File: config.mk
export PLATFORM = sky130hd
export DESIGN_NAME = tick_sleep_process_scheduler_flat
export DESIGN_NICKNAME = d
export VERILOG_FILES = /design/src/design/tsps_pkg.sv /design/src/design/tsps_if.sv /design/src/design/tsps_ram.sv /design/src/design/tsps_slot_unit.sv /design/src/design/tsps_ctrl.sv /design/src/design/tick_sleep_process_scheduler.sv /design/src/flat_wrapper.sv
export SDC_FILE = /design/constraint.sdc
export NUM_CORES = 1
export LEC_CHECK = 0
export ABC_CLOCK_PERIOD_IN_PS = 5500
export BUFFER_PORTS_ARGS = -buffer_cell sky130_fd_sc_hd__buf_2
export CAP_MARGIN = 5
export CORE_ASPECT_RATIO = 1.5
export CORE_UTILIZATION = 30
export DETAILED_ROUTE_END_ITERATION = 10
export HOLD_SLACK_MARGIN = 0.02
export PLACE_DENSITY = 0.5
export SLEW_MARGIN = 25
export SYNTH_ARGS = -nofsm -noshare
export SYNTH_HDL_FRONTEND = slang
export SYNTH_SLANG_ARGS = --single-unit
File: constraint.sdc
create_clock -name clk -period 5.5 [get_ports clk]
set_input_delay 1.1 -clock clk [delete_from_list [all_inputs] [get_ports clk]]
set_output_delay 1.1 -clock clk [all_outputs]
set_load 0.05 [all_outputs]
File: src/design/tsps_pkg.sv
`default_nettype none

package tsps_pkg;

  // Per-slot process state codes.
  typedef enum logic [1:0] {
    ST_DEAD     = 2'd0,
    ST_BLOCKED  = 2'd1,
    ST_RUNNABLE = 2'd2,
    ST_RUNNING  = 2'd3
  } slot_status_t;

  // Command codes carried by an input item.
  typedef enum logic [1:0] {
    CMD_TICK  = 2'd0,
    CMD_SLEEP = 2'd1,
    CMD_EXIT  = 2'd2,
    CMD_FORK  = 2'd3
  } cmd_t;

  localparam int SLEEP_W = 16;
  localparam int SLICE_W = 8;
  localparam int SLOT_OUT_W = 3;
  localparam logic [SLICE_W-1:0] SLICE_MAX = '1;
  localparam logic [SLICE_W-1:0] SLICE_LIMIT_RST = 8'd16;

  // One process table entry as stored in the slot memory.
  typedef struct packed {
    slot_status_t        status;
    logic [SLEEP_W-1:0]  sleep_left;
    logic [SLICE_W-1:0]  slice_used;
  } slot_entry_t;

  localparam int ENTRY_W = $bits(slot_entry_t);

  // Sequencer states.
  typedef enum logic [3:0] {
    S_IDLE,
    S_DISPATCH,
    S_PRE_RD,
    S_PRE_WR,
    S_WALK_RD,
    S_WALK_WR,
    S_DECIDE,
    S_SW_NEXT,
    S_SW_CUR,
    S_FORK_RD,
    S_FORK_WR,
    S_FINISH
  } seq_state_t;

  // Source of a slot memory write.
  typedef enum logic [2:0] {
    WR_NONE,
    WR_PRE,
    WR_WALK,
    WR_NEXT,
    WR_CUR,
    WR_FORK
  } wr_sel_t;

  // Controls from the sequencer to the datapath.
  typedef struct packed {
    logic    ready;
    logic    rd_en;
    logic    rd_cur;
    wr_sel_t wr_sel;
    logic    idx_inc;
    logic    finish;
  } seq_ctl_t;

  // Status from the datapath to the sequencer.
  typedef struct packed {
    logic in_valid;
    cmd_t cmd;
    logic ticks_zero;
    logic idx_last;
    logic do_switch;
    logic fork_hit;
    logic out_free;
  } seq_stat_t;

endpackage

`default_nettype wire

File: src/design/tsps_if.sv
`default_nettype none

// Command channel: one item per tick or system call.
interface tsps_cmd_if;
  logic        valid;
  logic        ready;
  logic [1:0]  cmd;
  logic [15:0] sleep_ticks;

  modport source (output valid, cmd, sleep_ticks, input ready);
  modport sink (input valid, cmd, sleep_ticks, output ready);
endinterface

// Result channel: one item per command.
interface tsps_res_if;
  logic       valid;
  logic       ready;
  logic [2:0] running_slot;
  logic       switched;
  logic       fork_ok;
  logic [2:0] child_slot;
  logic       sleep_rejected;

  modport source (output valid, running_slot, switched, fork_ok, child_slot, sleep_rejected,
                  input ready);
  modport sink (input valid, running_slot, switched, fork_ok, child_slot, sleep_rejected,
                output ready);
endinterface

`default_nettype wire

File: src/design/tsps_ram.sv
`default_nettype none

module tsps_ram #(
  parameter int WIDTH = 26,
  parameter int DEPTH = 8
) (
  input  logic                     clk,
  input  logic                     we,
  input  logic [$clog2(DEPTH)-1:0] waddr,
  input  logic [WIDTH-1:0]         wdata,
  input  logic                     re,
  input  logic [$clog2(DEPTH)-1:0] raddr,
  output logic [WIDTH-1:0]         rdata
);

  logic [WIDTH-1:0] mem [DEPTH];

  // Single write port.
  always_ff @(posedge clk) begin
    if (we) begin
      mem[waddr] <= wdata;
    end
  end

  // Registered read port.
  always_ff @(posedge clk) begin
    if (re) begin
      rdata <= mem[raddr];
    end
  end

endmodule

`default_nettype wire

File: src/design/tsps_slot_unit.sv
`default_nettype none

module tsps_slot_unit (
  input  tsps_pkg::slot_entry_t       ent,
  input  logic                        is_cur,
  input  logic [tsps_pkg::SLICE_W-1:0] limit,
  output tsps_pkg::slot_entry_t       upd,
  output logic                        resched
);
  import tsps_pkg::*;

  // Sleep countdown of one slot, then the slice update of the current slot.
  always_comb begin
    upd = ent;
    resched = 1'b0;
    if (ent.status == ST_BLOCKED) begin
      upd.sleep_left = ent.sleep_left - SLEEP_W'(1);
      if (upd.sleep_left == '0) begin
        upd.status = ST_RUNNABLE;
      end
    end
    if (is_cur) begin
      if (upd.status != ST_RUNNING) begin
        resched = 1'b1;
      end else begin
        if (ent.slice_used != SLICE_MAX) begin
          upd.slice_used = ent.slice_used + SLICE_W'(1);
        end
        resched = (upd.slice_used >= limit);
      end
    end
  end

endmodule

`default_nettype wire

File: src/design/tsps_ctrl.sv
`default_nettype none

module tsps_ctrl (
  input  logic                clk,
  input  logic                rst,
  input  tsps_pkg::seq_stat_t stat,
  output tsps_pkg::seq_ctl_t  ctl
);
  import tsps_pkg::*;

  seq_state_t state;
  seq_state_t state_next;

  // State register.
  always_ff @(posedge clk) begin
    if (rst) begin
      state <= S_IDLE;
    end else begin
      state <= state_next;
    end
  end

  // Next state.
  always_comb begin
    state_next = state;
    unique case (state)
      S_IDLE: begin
        if (stat.in_valid) state_next = S_DISPATCH;
      end
      S_DISPATCH: begin
        unique case (stat.cmd)
          CMD_TICK:  state_next = S_WALK_RD;
          CMD_SLEEP: state_next = stat.ticks_zero ? S_FINISH : S_PRE_RD;
          CMD_EXIT:  state_next = S_PRE_RD;
          CMD_FORK:  state_next = S_FORK_RD;
          default:   state_next = S_FINISH;
        endcase
      end
      S_PRE_RD:  state_next = S_PRE_WR;
      S_PRE_WR:  state_next = S_WALK_RD;
      S_WALK_RD: state_next = S_WALK_WR;
      S_WALK_WR: state_next = stat.idx_last ? S_DECIDE : S_WALK_RD;
      S_DECIDE:  state_next = stat.do_switch ? S_SW_NEXT : S_FINISH;
      S_SW_NEXT: state_next = S_SW_CUR;
      S_SW_CUR:  state_next = S_FINISH;
      S_FORK_RD: state_next = S_FORK_WR;
      S_FORK_WR: begin
        state_next = (stat.fork_hit || stat.idx_last) ? S_FINISH : S_FORK_RD;
      end
      S_FINISH: begin
        if (stat.out_free) state_next = S_IDLE;
      end
      default: state_next = S_IDLE;
    endcase
  end

  // Outputs.
  always_comb begin
    ctl.ready = 1'b0;
    ctl.rd_en = 1'b0;
    ctl.rd_cur = 1'b0;
    ctl.wr_sel = WR_NONE;
    ctl.idx_inc = 1'b0;
    ctl.finish = 1'b0;
    unique case (state)
      S_IDLE:    ctl.ready = 1'b1;
      S_PRE_RD: begin
        ctl.rd_en = 1'b1;
        ctl.rd_cur = 1'b1;
      end
      S_PRE_WR:  ctl.wr_sel = WR_PRE;
      S_WALK_RD: ctl.rd_en = 1'b1;
      S_WALK_WR: begin
        ctl.wr_sel = WR_WALK;
        ctl.idx_inc = !stat.idx_last;
      end
      S_SW_NEXT: ctl.wr_sel = WR_NEXT;
      S_SW_CUR:  ctl.wr_sel = WR_CUR;
      S_FORK_RD: ctl.rd_en = 1'b1;
      S_FORK_WR: begin
        ctl.wr_sel = WR_FORK;
        ctl.idx_inc = !stat.idx_last && !stat.fork_hit;
      end
      S_FINISH:  ctl.finish = stat.out_free;
      default: begin
        ctl.ready = 1'b0;
      end
    endcase
  end

endmodule

`default_nettype wire

File: src/design/tick_sleep_process_scheduler.sv
// A tick walks the slot memory, one read and one write per slot, then decides on a switch;
// a switch adds a write to the next slot and one to the current slot. Sleep and exit first
// read and write the current slot, then walk as a tick does. A fork walks from slot 0 and
// claims the first dead slot; a sleep of zero ticks is rejected without a walk. A new item
// is taken only once the last result is in the result register, where it waits until taken.
// Reset (synchronous) clears control state, the slot valid bits and the slice limit.
`default_nettype none

module tick_sleep_process_scheduler #(
  parameter int NUM_SLOTS = 8
) (
  input  logic                          clk,
  input  logic                          rst,
  input  logic                          cfg_we,
  input  logic [tsps_pkg::SLICE_W-1:0]  cfg_wdata,
  tsps_cmd_if.sink                      call,
  tsps_res_if.source                    result
);
  import tsps_pkg::*;

  localparam int SLOT_W = $clog2(NUM_SLOTS);
  localparam int EXT_W = SLOT_W + SLOT_OUT_W;
  localparam logic [SLOT_W-1:0] LAST_SLOT = SLOT_W'(NUM_SLOTS - 1);

  seq_ctl_t  ctl;
  seq_stat_t stat;

  logic [SLICE_W-1:0] slice_limit;
  logic [SLOT_W-1:0]  cur;
  logic [SLOT_W-1:0]  idx;
  cmd_t               cmd_q;
  logic [SLEEP_W-1:0] ticks_q;
  logic               found;
  logic [SLOT_W-1:0]  cand_idx;
  slot_entry_t        cand;
  slot_entry_t        cur_ent;
  logic               resched_q;
  logic               sw_q;
  logic               fork_ok_q;
  logic [SLOT_W-1:0]  child_q;
  logic [NUM_SLOTS-1:0] valid_q;
  logic [SLOT_W-1:0]  rd_addr_q;

  logic               accept;
  logic [SLOT_W-1:0]  rd_addr;
  logic [ENTRY_W-1:0] ram_rdata;
  slot_entry_t        eff;
  slot_entry_t        dflt;
  slot_entry_t        upd;
  logic               unit_resched;
  logic               ram_we;
  logic [SLOT_W-1:0]  wr_addr;
  slot_entry_t        wr_data;
  logic               fork_hit;
  logic [EXT_W-1:0]   cur_ext;
  logic [EXT_W-1:0]   child_ext;

  assign accept = call.valid && ctl.ready;
  assign call.ready = ctl.ready;

  // Slice limit register.
  always_ff @(posedge clk) begin
    if (rst) begin
      slice_limit <= SLICE_LIMIT_RST;
    end else if (cfg_we) begin
      slice_limit <= cfg_wdata;
    end
  end

  // Slot memory read side; an entry never written reads as its reset value.
  assign rd_addr = ctl.rd_cur ? cur : idx;

  always_ff @(posedge clk) begin
    if (ctl.rd_en) begin
      rd_addr_q <= rd_addr;
    end
  end

  always_comb begin
    dflt.status = (rd_addr_q == '0) ? ST_RUNNING : ST_DEAD;
    dflt.sleep_left = '0;
    dflt.slice_used = '0;
    eff = valid_q[rd_addr_q] ? slot_entry_t'(ram_rdata) : dflt;
  end

  assign fork_hit = (eff.status == ST_DEAD);

  tsps_slot_unit u_unit (
    .ent     (eff),
    .is_cur  (idx == cur),
    .limit   (slice_limit),
    .upd     (upd),
    .resched (unit_resched)
  );

  // Slot memory write side.
  always_comb begin
    wr_addr = idx;
    wr_data = upd;
    ram_we = 1'b0;
    unique case (ctl.wr_sel)
      WR_NONE: ram_we = 1'b0;
      WR_PRE: begin
        ram_we = 1'b1;
        wr_addr = cur;
        wr_data = eff;
        if (cmd_q == CMD_SLEEP) begin
          wr_data.status = ST_BLOCKED;
          wr_data.sleep_left = ticks_q;
        end else begin
          wr_data.status = ST_DEAD;
        end
      end
      WR_WALK: ram_we = 1'b1;
      WR_NEXT: begin
        ram_we = 1'b1;
        wr_addr = cand_idx;
        wr_data = cand;
        wr_data.status = ST_RUNNING;
      end
      WR_CUR: begin
        ram_we = 1'b1;
        wr_addr = cur;
        wr_data = cur_ent;
        wr_data.slice_used = '0;
        if (cur_ent.status == ST_RUNNING) begin
          wr_data.status = ST_RUNNABLE;
        end
      end
      WR_FORK: begin
        ram_we = fork_hit;
        wr_data.status = ST_RUNNABLE;
        wr_data.sleep_left = '0;
        wr_data.slice_used = '0;
      end
      default: ram_we = 1'b0;
    endcase
  end

  tsps_ram #(
    .WIDTH (ENTRY_W),
    .DEPTH (NUM_SLOTS)
  ) u_ram (
    .clk   (clk),
    .we    (ram_we),
    .waddr (wr_addr),
    .wdata (wr_data),
    .re    (ctl.rd_en),
    .raddr (rd_addr),
    .rdata (ram_rdata)
  );

  // Valid bits: set on the first write of each slot.
  always_ff @(posedge clk) begin
    if (rst) begin
      valid_q <= '0;
    end else if (ram_we) begin
      valid_q[wr_addr] <= 1'b1;
    end
  end

  // Current slot.
  always_ff @(posedge clk) begin
    if (rst) begin
      cur <= '0;
    end else if (ctl.wr_sel == WR_CUR) begin
      cur <= cand_idx;
    end
  end

  // Item capture, walk index and per-item flags.
  always_ff @(posedge clk) begin
    if (rst) begin
      idx <= '0;
      found <= 1'b0;
      resched_q <= 1'b0;
      sw_q <= 1'b0;
      fork_ok_q <= 1'b0;
      child_q <= '0;
    end else if (accept) begin
      idx <= '0;
      found <= 1'b0;
      resched_q <= 1'b0;
      sw_q <= 1'b0;
      fork_ok_q <= 1'b0;
      child_q <= '0;
    end else begin
      if (ctl.idx_inc) begin
        idx <= idx + SLOT_W'(1);
      end
      if (ctl.wr_sel == WR_WALK && idx != '0 && !found && upd.status == ST_RUNNABLE) begin
        found <= 1'b1;
      end
      if (ctl.wr_sel == WR_WALK && idx == cur) begin
        resched_q <= unit_resched;
      end
      if (ctl.wr_sel == WR_CUR) begin
        sw_q <= 1'b1;
      end
      if (ctl.wr_sel == WR_FORK && fork_hit) begin
        fork_ok_q <= 1'b1;
        child_q <= idx;
      end
    end
  end

  // Item payload and walk captures.
  always_ff @(posedge clk) begin
    if (accept) begin
      cmd_q <= cmd_t'(call.cmd);
      ticks_q <= call.sleep_ticks;
    end
    if (ctl.wr_sel == WR_WALK) begin
      if (idx == '0) begin
        cand <= upd;
        cand_idx <= '0;
      end else if (!found && upd.status == ST_RUNNABLE) begin
        cand <= upd;
        cand_idx <= idx;
      end
      if (idx == cur) begin
        cur_ent <= upd;
      end
    end
  end

  // Sequencer.
  assign stat.in_valid = call.valid;
  assign stat.cmd = cmd_q;
  assign stat.ticks_zero = (ticks_q == '0);
  assign stat.idx_last = (idx == LAST_SLOT);
  assign stat.do_switch = resched_q && (cand_idx != cur);
  assign stat.fork_hit = fork_hit;
  assign stat.out_free = !result.valid || result.ready;

  tsps_ctrl u_ctrl (
    .clk  (clk),
    .rst  (rst),
    .stat (stat),
    .ctl  (ctl)
  );

  // Result register.
  assign cur_ext = EXT_W'(cur);
  assign child_ext = EXT_W'(child_q);

  always_ff @(posedge clk) begin
    if (rst) begin
      result.valid <= 1'b0;
    end else if (ctl.finish) begin
      result.valid <= 1'b1;
    end else if (result.ready) begin
      result.valid <= 1'b0;
    end
  end

  always_ff @(posedge clk) begin
    if (ctl.finish) begin
      result.running_slot <= cur_ext[SLOT_OUT_W-1:0];
      result.switched <= sw_q;
      result.fork_ok <= fork_ok_q;
      result.child_slot <= child_ext[SLOT_OUT_W-1:0];
      result.sleep_rejected <= (cmd_q == CMD_SLEEP) && (ticks_q == '0);
    end
  end

  // A switch always moves the current slot somewhere else.
  a_switch_moves: assert property (@(posedge clk) disable iff (rst)
    (ctl.wr_sel == WR_CUR) |=> (cur != $past(cur)))
    else $error("switch left the current slot unchanged");

  // A fork claim is recorded only from a dead slot seen during the fork walk.
  a_fork_source: assert property (@(posedge clk) disable iff (rst)
    $rose(fork_ok_q) |-> $past(ctl.wr_sel == WR_FORK && fork_hit))
    else $error("fork flag set outside a fork claim");

  // A fork never reschedules and never rejects a sleep.
  a_fork_exclusive: assert property (@(posedge clk) disable iff (rst)
    (result.valid && result.fork_ok) |-> (!result.switched && !result.sleep_rejected))
    else $error("fork result carries switch or reject flags");

  // A rejected sleep leaves the current slot where it was.
  a_reject_no_switch: assert property (@(posedge clk) disable iff (rst)
    (result.valid && result.sleep_rejected) |-> !result.switched)
    else $error("rejected sleep changed the current slot");

endmodule

`default_nettype wire
File: src/flat_wrapper.sv
// flat-port wrapper written by rule: the top's interface ports become plain ports
module tick_sleep_process_scheduler_flat import tsps_pkg::*;
#(
  parameter int NUM_SLOTS = 8
)
  (clk, rst, cfg_we, cfg_wdata, call_valid, call_cmd, call_sleep_ticks, call_ready, result_valid, result_running_slot, result_switched, result_fork_ok, result_child_slot, result_sleep_rejected, result_ready);
  tsps_cmd_if call_i ();
  tsps_res_if result_i ();
  input  logic clk;
  input  logic rst;
  input  logic cfg_we;
  input  logic [tsps_pkg::SLICE_W-1:0] cfg_wdata;
  input wire logic [$bits(call_i.valid)-1:0] call_valid;
  input wire logic [$bits(call_i.cmd)-1:0] call_cmd;
  input wire logic [$bits(call_i.sleep_ticks)-1:0] call_sleep_ticks;
  output wire logic [$bits(call_i.ready)-1:0] call_ready;
  output wire logic [$bits(result_i.valid)-1:0] result_valid;
  output wire logic [$bits(result_i.running_slot)-1:0] result_running_slot;
  output wire logic [$bits(result_i.switched)-1:0] result_switched;
  output wire logic [$bits(result_i.fork_ok)-1:0] result_fork_ok;
  output wire logic [$bits(result_i.child_slot)-1:0] result_child_slot;
  output wire logic [$bits(result_i.sleep_rejected)-1:0] result_sleep_rejected;
  input wire logic [$bits(result_i.ready)-1:0] result_ready;
  assign call_i.valid = call_valid;
  assign call_i.cmd = call_cmd;
  assign call_i.sleep_ticks = call_sleep_ticks;
  assign call_ready = call_i.ready;
  assign result_valid = result_i.valid;
  assign result_running_slot = result_i.running_slot;
  assign result_switched = result_i.switched;
  assign result_fork_ok = result_i.fork_ok;
  assign result_child_slot = result_i.child_slot;
  assign result_sleep_rejected = result_i.sleep_rejected;
  assign result_i.ready = result_ready;
  tick_sleep_process_scheduler #(.NUM_SLOTS(NUM_SLOTS)) u_core (.clk(clk), .rst(rst), .cfg_we(cfg_we), .cfg_wdata(cfg_wdata), .call(call_i), .result(result_i));
endmodule
==> run_results.csv <==
group,metric,value,unit
floorplan,initial_utilization,0.3045,
yosys,syn_area_per_cell,11.42,µm²
run_status,outcome,"finished clean",
sta,rsz0062_at_grt,"no",
yosys,ys_ff_latch,343,
cells_and_area,stdcell_count,2011,
worst_setup_path,critPathCaptureType,"flop",
sta,fin_tns_setup,0,ps
power_and_ir_drop,p_comb_frac,0.097,
power_and_ir_drop,p_sw_frac,0.2509,
sta,relSlewSlack,0.3673,
yosys,syn_area,0.01486,mm²
power_and_ir_drop,p_total,6.099,mW
placement,dp_hpwl,22950,µm
routing,via_per_inst,4.890,
sta,fin_crit_sh,0.7953,
sta,timing.final.max_slew_violations,0,
placement,port_buffers,41,
yosys,synth_edf_count,309,
yosys,muxShareOfSynthArea,0.01440,
worst_setup_path,criticalPathCategory,"flop to flop",
clock_network,clockBufferDepth,3,
yosys,syn_nets,1349,
sta,max_slew.worst_pin.slew,949.0,ps
yosys,synth-seq-area-share,0.6703,
worst_setup_path,cp_top_family,"simple AND/OR/NAND/NOR gates",
global_routing,grt-ovfl-total,0,
power_and_ir_drop,vdd_drop_max,0.2414,mV
floorplan,rows,99,
clock_network,cts_setup_buffers,0,
yosys,synth_compound_gate_area_share,0.07267,
power_and_ir_drop,netSwitchingPower,1.530,mW
global_routing,grt_pass1_wl,57990,µm
placement,dp.cells,1950,
clock_network,cts_resized,0,
global_routing,grt_use_total,0.1511,
clock_network,clock_latency,540,ps
clock_network,ctsHoldBuffers,0,
yosys,ys_types,62,
cells_and_area,final_cell_mix,"314 x nand2_1, 309 x edfxtp_1, 141 x nand3_1",
sta,fmax,228.6,MHz
yosys,synth_fa_ha_area_frac,0.01431,
yosys,synth_flop_cell,"edfxtp_1",
global_routing,antenna_found_initial,0,
worst_setup_path,crit_chain,"mux4_2 > mux2_4 > nand2_1 > ha_1 > nor2b_1 > a31oi_1 > o32a_1 > nor4_1 > a31oi_1 > nor2b_1 > nand3b_1 > a21oi_4 > buf_4",
cells_and_area,drive_above_1_share,0.1070,
yosys,netlist_instances,1301,
cells_and_area,insertedDiodeCount,0,
power_and_ir_drop,p_int,4.569,mW
cells_and_area,multi_input_area,0.004661,mm²
routing,wl_per_cell,18.76,µm
yosys,yosysWarnings,0,
floorplan,die_w,183.7,µm
routing,drt_wl_total,37720,µm
cells_and_area,regArea,0.009960,mm²
clock_network,cts_tree,"built",
clock_network,clock_sinks,343,
clock_network,h-tree-depth,2,
job,maxCapViolCount,0,
cells_and_area,area_delta_synth_final,15.01,%
routing,drt_iter0_markers,573,
power_and_ir_drop,clockPowerShare,0.387,
worst_setup_path,crit_required,5670,ps
worst_setup_path,slowest_stage,"mux4_2",
floorplan,core-area,0.04880,mm²
worst_setup_path,cp-start-kind,"flop",
hold_path,min_path_type,"flop to flop",
routing,drtPass1Iterations,7,
cells_and_area,fill_cells,4830,
cells_and_area,nets,1378,
worst_setup_path,max_stage_delay,540,ps
yosys,synth-xor-area-share,0.01827,
placement,gp_congestion,0.8908,
routing,detail-route-antenna-nets,0,
global_routing,grt_pass1_vias,9793,
power_and_ir_drop,power.static_leakage,6.043,nW
global_routing,grt_max_degree,106,
worst_setup_path,cp.arrival,4550,ps
yosys,synth_top_family_by_area,"simple AND/OR/NAND/NOR gates",
sta,setup_viol,0,
power_and_ir_drop,p_per_area,356.9,mW/mm²
floorplan,io_pins,42,
worst_setup_path,cp_max_fo,28,
routing,drc,0,
placement,pre_cts_ws,1123,ps
yosys,async_flop_share,0,
routing,num_vias,9834,
worst_setup_path,crit_buf_inv,1,
clock_network,path_clk_slew,60,ps
clock_network,cts-root-buf,"clkbuf_16",
sta,finClkSkew,20.43,ps
clock_network,cts_made_buffers,34,
yosys,synthSimpleGateAreaFrac,0.1839,
cells_and_area,final_common_cell,"nand2_1",
sta,period_needed,4374,ps
sta,setup_ws,1126,ps
floorplan,die_y,274.6,µm
power_and_ir_drop,p_seq_frac,0.516,
floorplan,die-area,0.05044,mm²
sta,hold_viol_final,0,
cell usage after synthesis (3+ instances only):
cell / count / area share
nor4b_1: 3 / 0.0018
nand4_1: 7 / 0.0029
dfxtp_1: 34 / 0.046
o21a_1: 8 / 0.0040
nor3_1: 12 / 0.0040
edfxtp_1: 309 / 0.62
ha_1: 17 / 0.014
nor2_1: 95 / 0.024
or2_1: 5 / 0.0021
a32o_1: 3 / 0.0020
o211ai_1: 3 / 0.0015
a31oi_1: 8 / 0.0034
nor2b_1: 7 / 0.0029
mux2i_1: 14 / 0.0094
a22oi_1: 3 / 0.0015
nor4_1: 9 / 0.0038
a21oi_1: 29 / 0.0098
a222oi_1: 17 / 0.011
nand3b_1: 3 / 0.0015
nand2_1: 314 / 0.079
clkbuf_1: 68 / 0.017
o221ai_1: 6 / 0.0035
o21ai_1: 21 / 0.0071
o21ai_0: 41 / 0.014
nand3_1: 141 / 0.047
a21o_1: 5 / 0.0025
or3_1: 4 / 0.0017
xor2_1: 11 / 0.0065
xnor2_1: 20 / 0.012
o31ai_1: 5 / 0.0025
inv_1: 29 / 0.0073
nand2b_1: 8 / 0.0034
per-layer routing:
layer	vias to the layer above	share of wire	global-route usage	wire, µm
met5	-	0	0	0
met2	182	0.51	0.2708	19320
met3	57	0.031	0.01642	1172
met1	4848	0.43	0.1874	16350
li1	4747	-	-	-
met4	0	0.023	0.05197	874
registers in the layout, summed over array words and instances (netlist names), 2 cells and up:
signal and flops:
u_core.u_ram.mem 208, u_core.u_ram.rdata 26, u_core.cand 24, u_core.cur_ent 18, u_core.ticks_q 16, u_core.slice_limit 8, u_core.valid_q 8, u_core.u_ctrl.state 4
u_core.cand_idx 3, u_core.child_q 3, u_core.cur 3, u_core.idx 3, u_core.rd_addr_q 3, u_core.result.child_slot 3, u_core.result.running_slot 3, u_core.cmd_q 2
logic make-up after synthesis:
group	count (synthesis)
flops	343
fa+ha+maj	17
compound gates	165
xor+xnor	31
mux	18
buf+inv	103
simple gates	624
cell type report:
| cell class | count | area share |
|---|---|---|
| Clock buffer | 39 | 0.05213 |
| Clock inverter | 22 | 0.01369 |
| Inverter | 32 | 0.007029 |
| Multi-Input combinational cell | 855 | 0.2727 |
| Sequential cell | 343 | 0.5828 |
| Tap cell | 656 | 0.04803 |
| Timing Repair Buffer | 64 | 0.02358 |
final timing paths:
kind / startpoint / endpoint / slack (ps) / depth (start not counted)
max: u_core.rd_addr_q[2] / u_core.cand[11] / 1130 / 13
min: u_core.child_q[2] / u_core.result.child_slot[2] / 430 / 0
max reg2reg: u_core.rd_addr_q[2] / u_core.cand[11] / 1130 / 13
min reg2reg: u_core.child_q[2] / u_core.result.child_slot[2] / 430 / 0
through the flow:
stage               hold slack [ps]    util  instance area, µm²
finish                        430.4  0.3502               17090
global route                  433.7  0.3502               17090
CTS                           431.1  0.3500               17080
detailed placement            415.5  0.3270               15960
global placement              414.5  0.3269               15950
floorplan                     408.0       -               14860
power groups by stage:
stage / clock network, mW / registers [mW] / logic (mW)
2_1_floorplan: 0 / 3.14 / 0.406
3_3_place_gp: 0 / 3.20 / 0.593
3_5_place_dp: 0 / 3.20 / 0.600
4_1_cts: 2.42 / 3.14 / 0.601
5_1_grt: 2.51 / 3.16 / 0.658
6_report: 2.36 / 3.14 / 0.592
(Power assumes the default switching activity.)
